===== src/hw/rtl/pllap_pkg.sv =====
// ============================================================================
// pllap_pkg - shared types and constants for the polyline look-ahead block
// Opcodes, result kinds, iterative unit command type and fixed-point helpers.
// ============================================================================
`default_nettype none

package pllap_pkg;

    localparam logic [1:0] OP_APPEND   = 2'd0;
    localparam logic [1:0] OP_CLEAR    = 2'd1;
    localparam logic [1:0] OP_QUERY    = 2'd2;
    localparam logic [1:0] OP_RESERVED = 2'd3;

    localparam logic [1:0] CASE_EMPTY  = 2'd0;
    localparam logic [1:0] CASE_SINGLE = 2'd1;
    localparam logic [1:0] CASE_FULL   = 2'd2;

    localparam logic [30:0] LOOK_AHEAD_RESET = 31'd3276800;

    // Iteration counts of the shared unit
    localparam logic [6:0] DIV_STEPS  = 7'd64;
    localparam logic [6:0] FRAC_STEPS = 7'd30;
    localparam logic [6:0] SQRT_STEPS = 7'd32;

    typedef enum logic [1:0] {
        MODE_DIV  = 2'd0,
        MODE_FRAC = 2'd1,
        MODE_SQRT = 2'd2
    } iter_mode_t;

    typedef struct packed {
        logic       start;
        iter_mode_t mode;
    } iter_cmd_t;

    function automatic logic signed [32:0] sub33(input logic signed [31:0] a,
                                                 input logic signed [31:0] b);
        return $signed({a[31], a}) - $signed({b[31], b});
    endfunction

    function automatic logic [32:0] mag33(input logic signed [32:0] v);
        return v[32] ? 33'(-v) : 33'(v);
    endfunction

    // Magnitude shifted right by two, sign kept
    function automatic logic signed [31:0] coarse33(input logic signed [32:0] v);
        logic [32:0] mg;
        logic signed [31:0] m;
        mg = mag33(v);
        m  = $signed({1'b0, mg[32:2]});
        return v[32] ? -m : m;
    endfunction

    function automatic logic signed [65:0] add_off(input logic signed [31:0] base,
                                                   input logic neg,
                                                   input logic [63:0] q);
        logic signed [65:0] qs;
        qs = $signed({2'b00, q});
        return $signed({{34{base[31]}}, base}) + (neg ? -qs : qs);
    endfunction

    function automatic logic signed [31:0] sat32(input logic signed [65:0] v);
        if (!v[65] && (|v[64:31])) begin
            return 32'sh7FFF_FFFF;
        end else if (v[65] && !(&v[64:31])) begin
            return 32'sh8000_0000;
        end
        return v[31:0];
    endfunction

endpackage

`default_nettype wire


===== src/hw/rtl/pllap_iter.sv =====
// ============================================================================
// pllap_iter - shared iterative divide / fraction / square root unit
// One quotient or root bit per cycle; done pulses when the result is ready.
// ============================================================================
`default_nettype none

module pllap_iter import pllap_pkg::*; (
    input  wire logic        aclk,
    input  wire logic        aresetn,
    input  wire iter_cmd_t   cmd,
    input  wire logic [63:0] op_a,
    input  wire logic [63:0] op_b,
    output logic             done,
    output logic [63:0]      result
);

    logic [63:0] r_reg, r_next;
    logic [63:0] q_reg, q_next;
    logic [63:0] d_reg, d_next;
    logic [63:0] bit_reg, bit_next;
    logic [6:0]  cnt_reg, cnt_next;
    logic        sqrt_reg, sqrt_next;
    logic        done_reg, done_next;
    logic [63:0] shifted;
    logic [63:0] trial;

    assign shifted = {r_reg[62:0], q_reg[63]};
    assign trial   = q_reg + bit_reg;

    always_comb begin
        r_next    = r_reg;
        q_next    = q_reg;
        d_next    = d_reg;
        bit_next  = bit_reg;
        cnt_next  = cnt_reg;
        sqrt_next = sqrt_reg;
        done_next = 1'b0;
        if (cmd.start) begin
            d_next    = op_b;
            bit_next  = 64'h4000_0000_0000_0000;
            sqrt_next = (cmd.mode == MODE_SQRT);
            case (cmd.mode)
                MODE_DIV: begin
                    r_next   = '0;
                    q_next   = op_a;
                    cnt_next = DIV_STEPS;
                end
                MODE_FRAC: begin
                    r_next   = op_a;
                    q_next   = '0;
                    cnt_next = FRAC_STEPS;
                end
                MODE_SQRT: begin
                    r_next   = op_a;
                    q_next   = '0;
                    cnt_next = SQRT_STEPS;
                end
                default: begin
                    r_next   = '0;
                    q_next   = '0;
                    cnt_next = '0;
                end
            endcase
        end else if (cnt_reg != '0) begin
            cnt_next  = cnt_reg - 7'd1;
            done_next = (cnt_reg == 7'd1);
            if (sqrt_reg) begin
                if (r_reg >= trial) begin
                    r_next = r_reg - trial;
                    q_next = (q_reg >> 1) + bit_reg;
                end else begin
                    q_next = q_reg >> 1;
                end
                bit_next = bit_reg >> 2;
            end else if (shifted >= d_reg) begin
                r_next = shifted - d_reg;
                q_next = {q_reg[62:0], 1'b1};
            end else begin
                r_next = shifted;
                q_next = {q_reg[62:0], 1'b0};
            end
        end
    end

    always_ff @(posedge aclk) begin
        if (!aresetn) begin
            cnt_reg  <= '0;
            done_reg <= 1'b0;
        end else begin
            cnt_reg  <= cnt_next;
            done_reg <= done_next;
        end
        r_reg    <= r_next;
        q_reg    <= q_next;
        d_reg    <= d_next;
        bit_reg  <= bit_next;
        sqrt_reg <= sqrt_next;
    end

    assign done   = done_reg;
    assign result = q_reg;

endmodule

`default_nettype wire


===== config.mk =====
export PLATFORM = sky130hd
export DESIGN_NAME = pllap_iter
export DESIGN_NICKNAME = d
export VERILOG_FILES = /design/src/hw/rtl/pllap_pkg.sv /design/src/hw/rtl/pllap_iter.sv
export SDC_FILE = /design/constraint.sdc
export NUM_CORES = 1
export LEC_CHECK = 0
export CAP_MARGIN = 5
export CORE_MARGIN = 3
export CORE_UTILIZATION = 53
export DETAILED_ROUTE_END_ITERATION = 16
export DONT_BUFFER_PORTS = 1
export PLACE_DENSITY = 0.68
export SLEW_MARGIN = 20
export SYNTH_ARGS = -nofsm -noshare
export SYNTH_HDL_FRONTEND = slang
export SYNTH_SLANG_ARGS = --single-unit
export TNS_END_PERCENT = 1

===== constraint.sdc =====
create_clock -name aclk -period 15 [get_ports aclk]
set_clock_uncertainty 0.1 [all_clocks]
set_input_delay 1.5 -clock aclk [delete_from_list [all_inputs] [get_ports aclk]]
set_output_delay 1.5 -clock aclk [all_outputs]
set_load 0.005 [all_outputs]

==> Word level (Yosys, flattened, before mapping) <==
Cells that the tools add are included.
{ "word_totals": {"register_bits": 233, "latchBits": 0, "ramBits": 0, "romBits": 0, "in_bits": 133, "output_inout_bits": 65, "word_cells": 42, "memories": 0} }
{ "classes": {"addsub": 5, "multipliers": 0, "div_mod_pow": 0, "magnitude_cmp": 2, "n_eq_ne": 4, "n_shift": 0, "muxes": 15, "bitwise": 2, "n_reduce_logical": 7} }
{ "op_table": {"columns": ["operator", "count"], "rows": [
  ["64-bit two-way mux", 11],
  ["64-bit >= comparator", 2],
  ["64-bit subtractor", 2],
  ["63-bit by 63-bit adder with 64-bit output", 1],
  ["64-bit by 63-bit adder with 64-bit output", 1],
  ["7-bit case mux with 3 select lines", 1],
  ["7-bit two-way mux", 2],
  ["7-bit by 1-bit equality test with 1-bit output, second input constant", 1],
  ["7-bit nonzero test", 1],
  ["7-bit by 1-bit subtractor with 7-bit output, second input constant", 1],
  ["2-bit AND reduction", 2],
  ["3-bit by 2-bit inequality test with 1-bit output, second input constant", 1],
  ["3-bit OR reduction", 1],
  ["2-bit by 1-bit equality test with 1-bit output, second input constant", 1],
  ["2-bit equality test, second input constant", 1],
  ["2-bit zero test", 1],
  ["1-bit NOT", 2],
  ["2-bit nonzero test", 1],
  ["2-bit OR reduction", 1],
  ["1-bit two-way mux", 1]
]} }

==> Logic depth before layout (Yosys ltp) <==
Gate-level depths: netlist (run 1).
{ "logic_depth": {"ltp_word": 6, "depth_mapped": 27, "ltp_nobuf": 25} }

==> Least setup slack after synthesis (run 1) <==
No wires, ideal clock.
{ "synth_timing": {"path_kind": "register -> register", "startpoint": "register q_reg[0], in the netlist result[0]", "endpoint": "register r_reg[0], enable pin", "setup_ps": 524, "arrival_ps": 7891, "required_ps": 14376, "slack_ps": 6485, "path_stages_with_launch": 25, "path_buffers": 1, "path_cell_list": "edfxtp_1 -> ha_1 -> ha_1 -> a21o_1 -> a31oi_1 -> o21ai_1 -> a2111oi_0 -> a21oi_1 -> a31o_2 -> a31o_2 -> a21oi_1 -> nor2_1 -> o21ai_0 -> xor2_1 -> ha_1 -> inv_1 -> nor2_1 -> nand2_1 -> nor3_1 -> o2111ai_1 -> o211ai_2 -> a41oi_4 -> and2_1 -> buf_2 -> a31oi_1"} }
{ "synth_between": {"elab_chain_cells": 4} }
{ "synth_lines": {"columns": ["element", "line", "text"], "rows": [
  ["start, declared", "pllap_iter.sv:18", "logic [63:0] q_reg, q_next;"],
  ["start signal, assigned", "pllap_iter.sv:94", "q_reg <= q_next;"],
  ["64-bit by 63-bit adder with 64-bit output", "pllap_iter.sv:28", "assign trial = q_reg + bit_reg;"],
  ["64-bit >= comparator", "pllap_iter.sv:68", "if (r_reg >= trial) begin"],
  ["3-bit by 2-bit inequality test with 1-bit output (no source line)", null, null],
  ["2-bit AND reduction (no source line)", null, null],
  ["end signal, assigned", "pllap_iter.sv:93", "r_reg <= r_next;"],
  ["end, declared", "pllap_iter.sv:17", "logic [63:0] r_reg, r_next;"]
]} }
Every way passes these cells.
A chain may end at the register's enable or synchronous reset.

==> Worst setup path after layout (run 1) <==
{ "layout_timing": {"startpoint": "register q_reg[16], in the netlist result[16]", "endpoint": "register r_reg[9], enable pin"} }
The elaborated chain is that of the path after synthesis.

==> results.cfg, run 1 <==
[power_and_ir_drop]
vdd_drop_max_mv = 0.1305
clock_power_share = 0.122
comb_power_share = 0.644
swShare = 0.5177
p_seq_frac = 0.235
power.density_nw_per_um2 = 245.4
p_int_mw = 2.872
switchingPower_mw = 3.082
p_leak_nw = 9.416

[synth]
yosysSeqAreaShare = 0.2868
synthFlopType = edfxtp_1
yosys.area.top_type = edfxtp_1
avgSynthCellArea_sq_um = 8.155
synth_commonest_cells = nand2_1 (358), a21oi_1 (280), o21ai_0 (222), nor2_1 (204), ha_1 (200)
synth_fp_nets = 3155
async_reset_ff_frac = 0
synth_edf_count = 193
ys_types = 100
synth_area_leaders = edfxtp_1 (25%), ha_1 (11%), a21oi_1 (6.1%), nand2_1 (5.8%), xnor2_1 (5.2%)
yosysWarningCount = 0
synthMostInstantiatedCell = nand2_1
netlist_instances = 2820
syn_area_sq_um = 23000
synth_top_area_share = 0.2520
synth_seq_cells = 233

[clock_tree]
htreeDepth = 1
cts_resized = 0
clk_path_buf_depth = 3
ctsHoldBuffers = 0
cts_setup_buffers = 0
clock_sinks = 233
cts.clk_slew.worst_paths_ns = 0.06
cts_tree = done
clockRootBuffer = clkbuf_16
worstSkewPairLatency_ns = 0.58
cts_buffers = 29

[placement]
dp.cells = 3268
portBuffers = 0
dpl_cell_area_sq_um = 23260
dp_hpwl_um = 61710
gp_congestion = 0.9993

[sta]
hold_violations = 0
tightest_slew_ns = 1.083
period_needed_ns = 7.433
max_slew_margin = 0.2783
final_max_slew_viol_count = 0
setup_violations = 0
tns_ns = 0
post-route-period-util = 0.4955
fmax_ghz = 0.1345
rsz0062_at_grt = false
holdWs_ns = 0.4004

[min_path]
hold_end = bit_reg[14]$_SDFFE_PP0P_
hold_path_class = flip-flop to flip-flop
whs_path_depth = 2
holdCritStartpoint = bit_reg[16]$_SDFFE_PP0P_

[worst_setup_path]
cp_cell_sequence = ha_1 > nand4_1 > o32ai_1 > o31ai_1 > a21oi_1 > and4b_1 > o21a_1 > a21oi_1 > o21bai_1 > a31oi_1 > xor2_1 > ha_1 > a21o_1 > a21o_1 > a21oi_1 > nor2_1 > a211o_1 > a21o_1 > a41oi_4 > buf_4 > and2_1 > a31oi_4 > buf_4
critPathMaxStageDelay_ns = 0.71
r2r_cells = 23
end_kind = flip-flop
arrival_ns = 7.52
worstSetupPathType = flip-flop to flip-flop
cp_max_fo = 80
r2r-end = r_reg[9]$_DFFE_PP_
critPathRequiredTime_ns = 15.09
cp_slowest_cell = o32ai_1
r2r_slack_ns = 7.57
cp-start-kind = flip-flop
reg2reg_from = result[16]$_DFFE_PP_

[cells_and_area]
design_area_sq_um = 24270
drive_gt1_frac = 0.04954
fin_cells = 3323
final_util = 0.5721
syn2layout_area_growth_pct = 5.516
final_nets = 3057

[routing]
num_vias = 21870
dr.pass1.iters = 7
drc = 0
initialDrtViolationCount = 2955
wirelength_um = 79730
ant_nets = 0
wl_per_cell_um = 23.99
avgViaCountPerCell = 6.582

[floorplan]
start_util = 0.5422
core_sq_um = 42420
ios = 198
fp.dieW_um = 214.3
die_h_um = 214.3
dieArea_sq_um = 45930
num_rows = 75

[grt]
grt_pass1_vias = 19800
grt_overflow = 0
antenna_found_initial = 5
grt.total_usage = 0.3299
grt_pass1_wl_um = 119800
grt_max_degree = 150

[status]
status = completed

[run]
maxCapViolations = 0
how the worst max path moves through the flow:
stage,slack [ns],to,depth (start not counted),start
floorplan,6.48,r_reg[0]$_DFFE_PP_,24,result[0]$_DFFE_PP_
global placement,7.84,r_reg[6]$_DFFE_PP_,22,result[16]$_DFFE_PP_
detailed placement,7.73,r_reg[6]$_DFFE_PP_,22,result[16]$_DFFE_PP_
CTS,7.75,r_reg[0]$_DFFE_PP_,22,result[16]$_DFFE_PP_
global route,7.16,r_reg[10]$_DFFE_PP_,22,result[16]$_DFFE_PP_
finish,7.57,r_reg[9]$_DFFE_PP_,23,result[16]$_DFFE_PP_
layout make-up:
cell class                      instances  area, sq um
Fill cell                            3908        18150
Clock buffer                           39        888.4
Timing Repair Buffer                   15        112.6
Clock inverter                         15        116.4
Antenna cell                            1        2.502
Sequential cell                       233         6596
Multi-Input combinational cell       2330        15400
Inverter                              113        424.2
Tap cell                              577        721.9
placed cells by master (no fill, tap or decap), types with 39 or more instances in the layout:
master and n:
inv_1 111, nand2_1 358, nand4_1 57, xor2_1 96, nand3_1 43, xnor2_1 136
a21oi_1 279, nor3_1 43, nor2_1 203, o21bai_1 51, nor2b_1 39, o21ai_0 222
a31oi_1 69, a21o_1 75, ha_1 200, edfxtp_1 193, dfxtp_1 40
logic make-up after synthesis:
kind of cell / count (synthesis) / share of synthesized area
AO/OA/AOI/OAI: 1004 / 0.2852
XOR/XNOR: 232 / 0.08835
adder cells (fa/ha/maj): 202 / 0.1105
buffers and inverters: 257 / 0.04494
flip-flops: 233 / 0.2868
multiplexers: 27 / 0.01181
AND/OR/NAND/NOR: 865 / 0.1724
per-layer routing:
layer / track usage / vias to the layer above / share of wire
li1: - / 10280 / -
met3: 0.06873 / 102 / 0.11
met4: 0.06454 / 10 / 0.022
met1: 0.5296 / 10330 / 0.48
met2: 0.4502 / 1157 / 0.39
met5: 0 / - / 0.00087
per-stage QoR:
stage / worst slack [ns] / power [mW]
3_3_place_gp: 7.843 / 5.079
6_report: 7.568 / 5.954
5_1_grt: 7.159 / 6.379
4_1_cts: 7.746 / 5.848
3_5_place_dp: 7.728 / 5.097
2_1_floorplan: 6.485 / 4.134
critical path, delay by kind of cell, from the launching register on:
kind,cells,cell delay (ns)
xor+xnor,1,0.18
compound gates,14,3.26
flops,1,0.53
simple gates,4,0.96
buf+inv,2,1.07
fa+ha+maj,2,0.83
power by group through the flow:
stage	clock [mW]	combinational [mW]	sequential (mW)
2_1_floorplan	0	2.97	1.17
3_3_place_gp	0	3.70	1.38
3_5_place_dp	0	3.71	1.38
4_1_cts	0.734	3.74	1.37
5_1_grt	0.762	4.21	1.41
6_report	0.725	3.83	1.40
(Power assumes the default switching activity.)
==> run 2: changes to the inputs <==
--- a/config.mk
+++ b/config.mk
@@ -10,7 +10,7 @@
 export CORE_UTILIZATION = 53
 export DETAILED_ROUTE_END_ITERATION = 16
 export DONT_BUFFER_PORTS = 1
-export PLACE_DENSITY = 0.68
+export PLACE_DENSITY = 0.71
 export SLEW_MARGIN = 20
 export SYNTH_ARGS = -nofsm -noshare
 export SYNTH_HDL_FRONTEND = slang
==> constraint.sdc (replaced) <==
create_clock -name aclk -period 6.3 [get_ports aclk]
set_clock_uncertainty 0.1 [all_clocks]
set_input_delay 0.63 -clock aclk [delete_from_list [all_inputs] [get_ports aclk]]
set_output_delay 0.63 -clock aclk [all_outputs]
set_load 0.005 [all_outputs]
==> run 2 against run 1 <==
  * Die area is the same
  * Total power increased by 150%
  * Clock power grew 140%
  * Hold slack worse by 0.37 ns
  * Via count grew 2.4%
  * Highest routed layer is now met4
==> results.cfg, run 2 (synthesis results as in run 1) <==
[status]
status = completed

[power_and_ir_drop]
power.density_nw_per_um2 = 596.4
vdd_drop_max_mv = 0.2754
p_leak_nw = 9.775

[run]
maxCapViolations = 0

[floorplan]
start_util = 0.5422
num_rows = 75
dieArea_sq_um = 45930
core_sq_um = 42420
die_h_um = 214.3
ios = 198
fp.dieW_um = 214.3

[grt]
grt.total_usage = 0.3300
grt_max_degree = 150
grt_pass1_vias = 20190
antenna_found_initial = 6
grt_overflow = 0
grt_pass1_wl_um = 120300

[sta]
holdWs_ns = 0.02727
tightest_slew_ns = 1.056
final_max_slew_viol_count = 0
hold_violations = 0
fmax_ghz = 0.1638
post-route-period-util = 0.9688
setup_violations = 0
period_needed_ns = 6.103
max_slew_margin = 0.2959
rsz0062_at_grt = true
tns_ns = 0
setup_slack_ns = 0.1967

[worst_setup_path]
cp_max_fo = 35
arrival_ns = 6.39
crit_buf_inv = 4
critPathMaxStageDelay_ns = 0.49
worstSetupPathType = flip-flop to flip-flop
path_delay_family = compound AO/OA/AOI/OAI gates
cp_common_cell = a21o_1
cp_slowest_cell = a2111oi_4
end_kind = flip-flop
cp-start-kind = flip-flop
critPathRequiredTime_ns = 6.58

[routing]
avgViaCountPerCell = 6.605
num_vias = 22400
ant_nets = 0
initialDrtViolationCount = 3006
wl_per_cell_um = 23.94
drc = 0
dr.pass1.iters = 6
wirelength_um = 81220

[clock_tree]
htreeDepth = 1
cts.clk_slew.worst_paths_ns = 0.06
clk_path_buf_depth = 3
clockRootBuffer = clkbuf_16
clock_sinks = 233
worstSkewPairLatency_ns = 0.60
cts_buffers = 29
cts_tree = done

[cells_and_area]
drive_gt1_frac = 0.07168
fin_cells = 3392
final_cell_mix = nand2_1 (358), a21oi_1 (278), o21ai_0 (221), nor2_1 (202), ha_1 (199)
layout_commonest_cell = nand2_1
syn2layout_area_growth_pct = 8.357
fillerInstances = 3902
final_util = 0.5875
final_nets = 3116

[placement]
gp_congestion = 0.9865
place_ws_ns = 0.03849
dp.cells = 3319
portBuffers = 0
dp_hpwl_um = 62000

[min_path]
hold_path_class = input pin to flip-flop
[run 2: cell count changes in the layout (fill, tap and decap cells not counted), moves of 3 or more]
cell        delta
buf_12         +4
buf_4         +50
clkbuf_1       +6
clkinvlp_4     -3
diode_2       +10
[run 2: final timing paths]
check,cells after the start,slack (ns),from,endpoint
worst max register to register,29,0.20,result[0]$_DFFE_PP_,result[2]$_DFFE_PP_
worst min-delay path,0,0.03,op_b[33],d_reg[33]$_DFFE_PP_
worst max-delay path,29,0.20,result[0]$_DFFE_PP_,result[2]$_DFFE_PP_
worst min register to register,2,0.40,bit_reg[0]$_SDFFE_PP0P_,bit_reg[0]$_SDFFE_PP0P_
[run 2: cell type report]
class	instances	area, sq um	share of cell area
Timing Repair Buffer	74	665.6	0.02671
Clock inverter	9	101.3	0.004067
Clock buffer	45	899.6	0.03610
Sequential cell	233	6596	0.2647
Multi-Input combinational cell	2330	15480	0.6213
Tap cell	577	721.9	0.02897
Inverter	113	424.2	0.01702
Antenna cell	11	27.53	0.001105
[run 2: per-stage QoR]
step	power (mW)	area, sq um
global route	15.82	24900
detailed placement	12.34	23680
global placement	12.25	23680
CTS	14.15	24680
finish	14.86	24920
floorplan	9.833	23020
[run 2: what timing repair did]
action	CTS	global route
endpoints found under the setup margin	0	116
hold buffers	0	0
resized for setup	0	18
setup buffers	0	5
[run 2: routing by layer]
layer  vias to the layer above  global-route usage  part of all wire
met4                         0             0.07651             0.030
met5                         -                   0                 0
met2                      1345              0.4533              0.39
li1                      10410                   -                 -
met3                       119             0.07468              0.13
met1                     10530              0.5191              0.45
[run 2: power by group]
part / switching [mW] / internal, mW
clock network: 0.689 / 1.06
logic: 6.05 / 3.92
registers: 0.819 / 2.33
total: 7.56 / 7.30
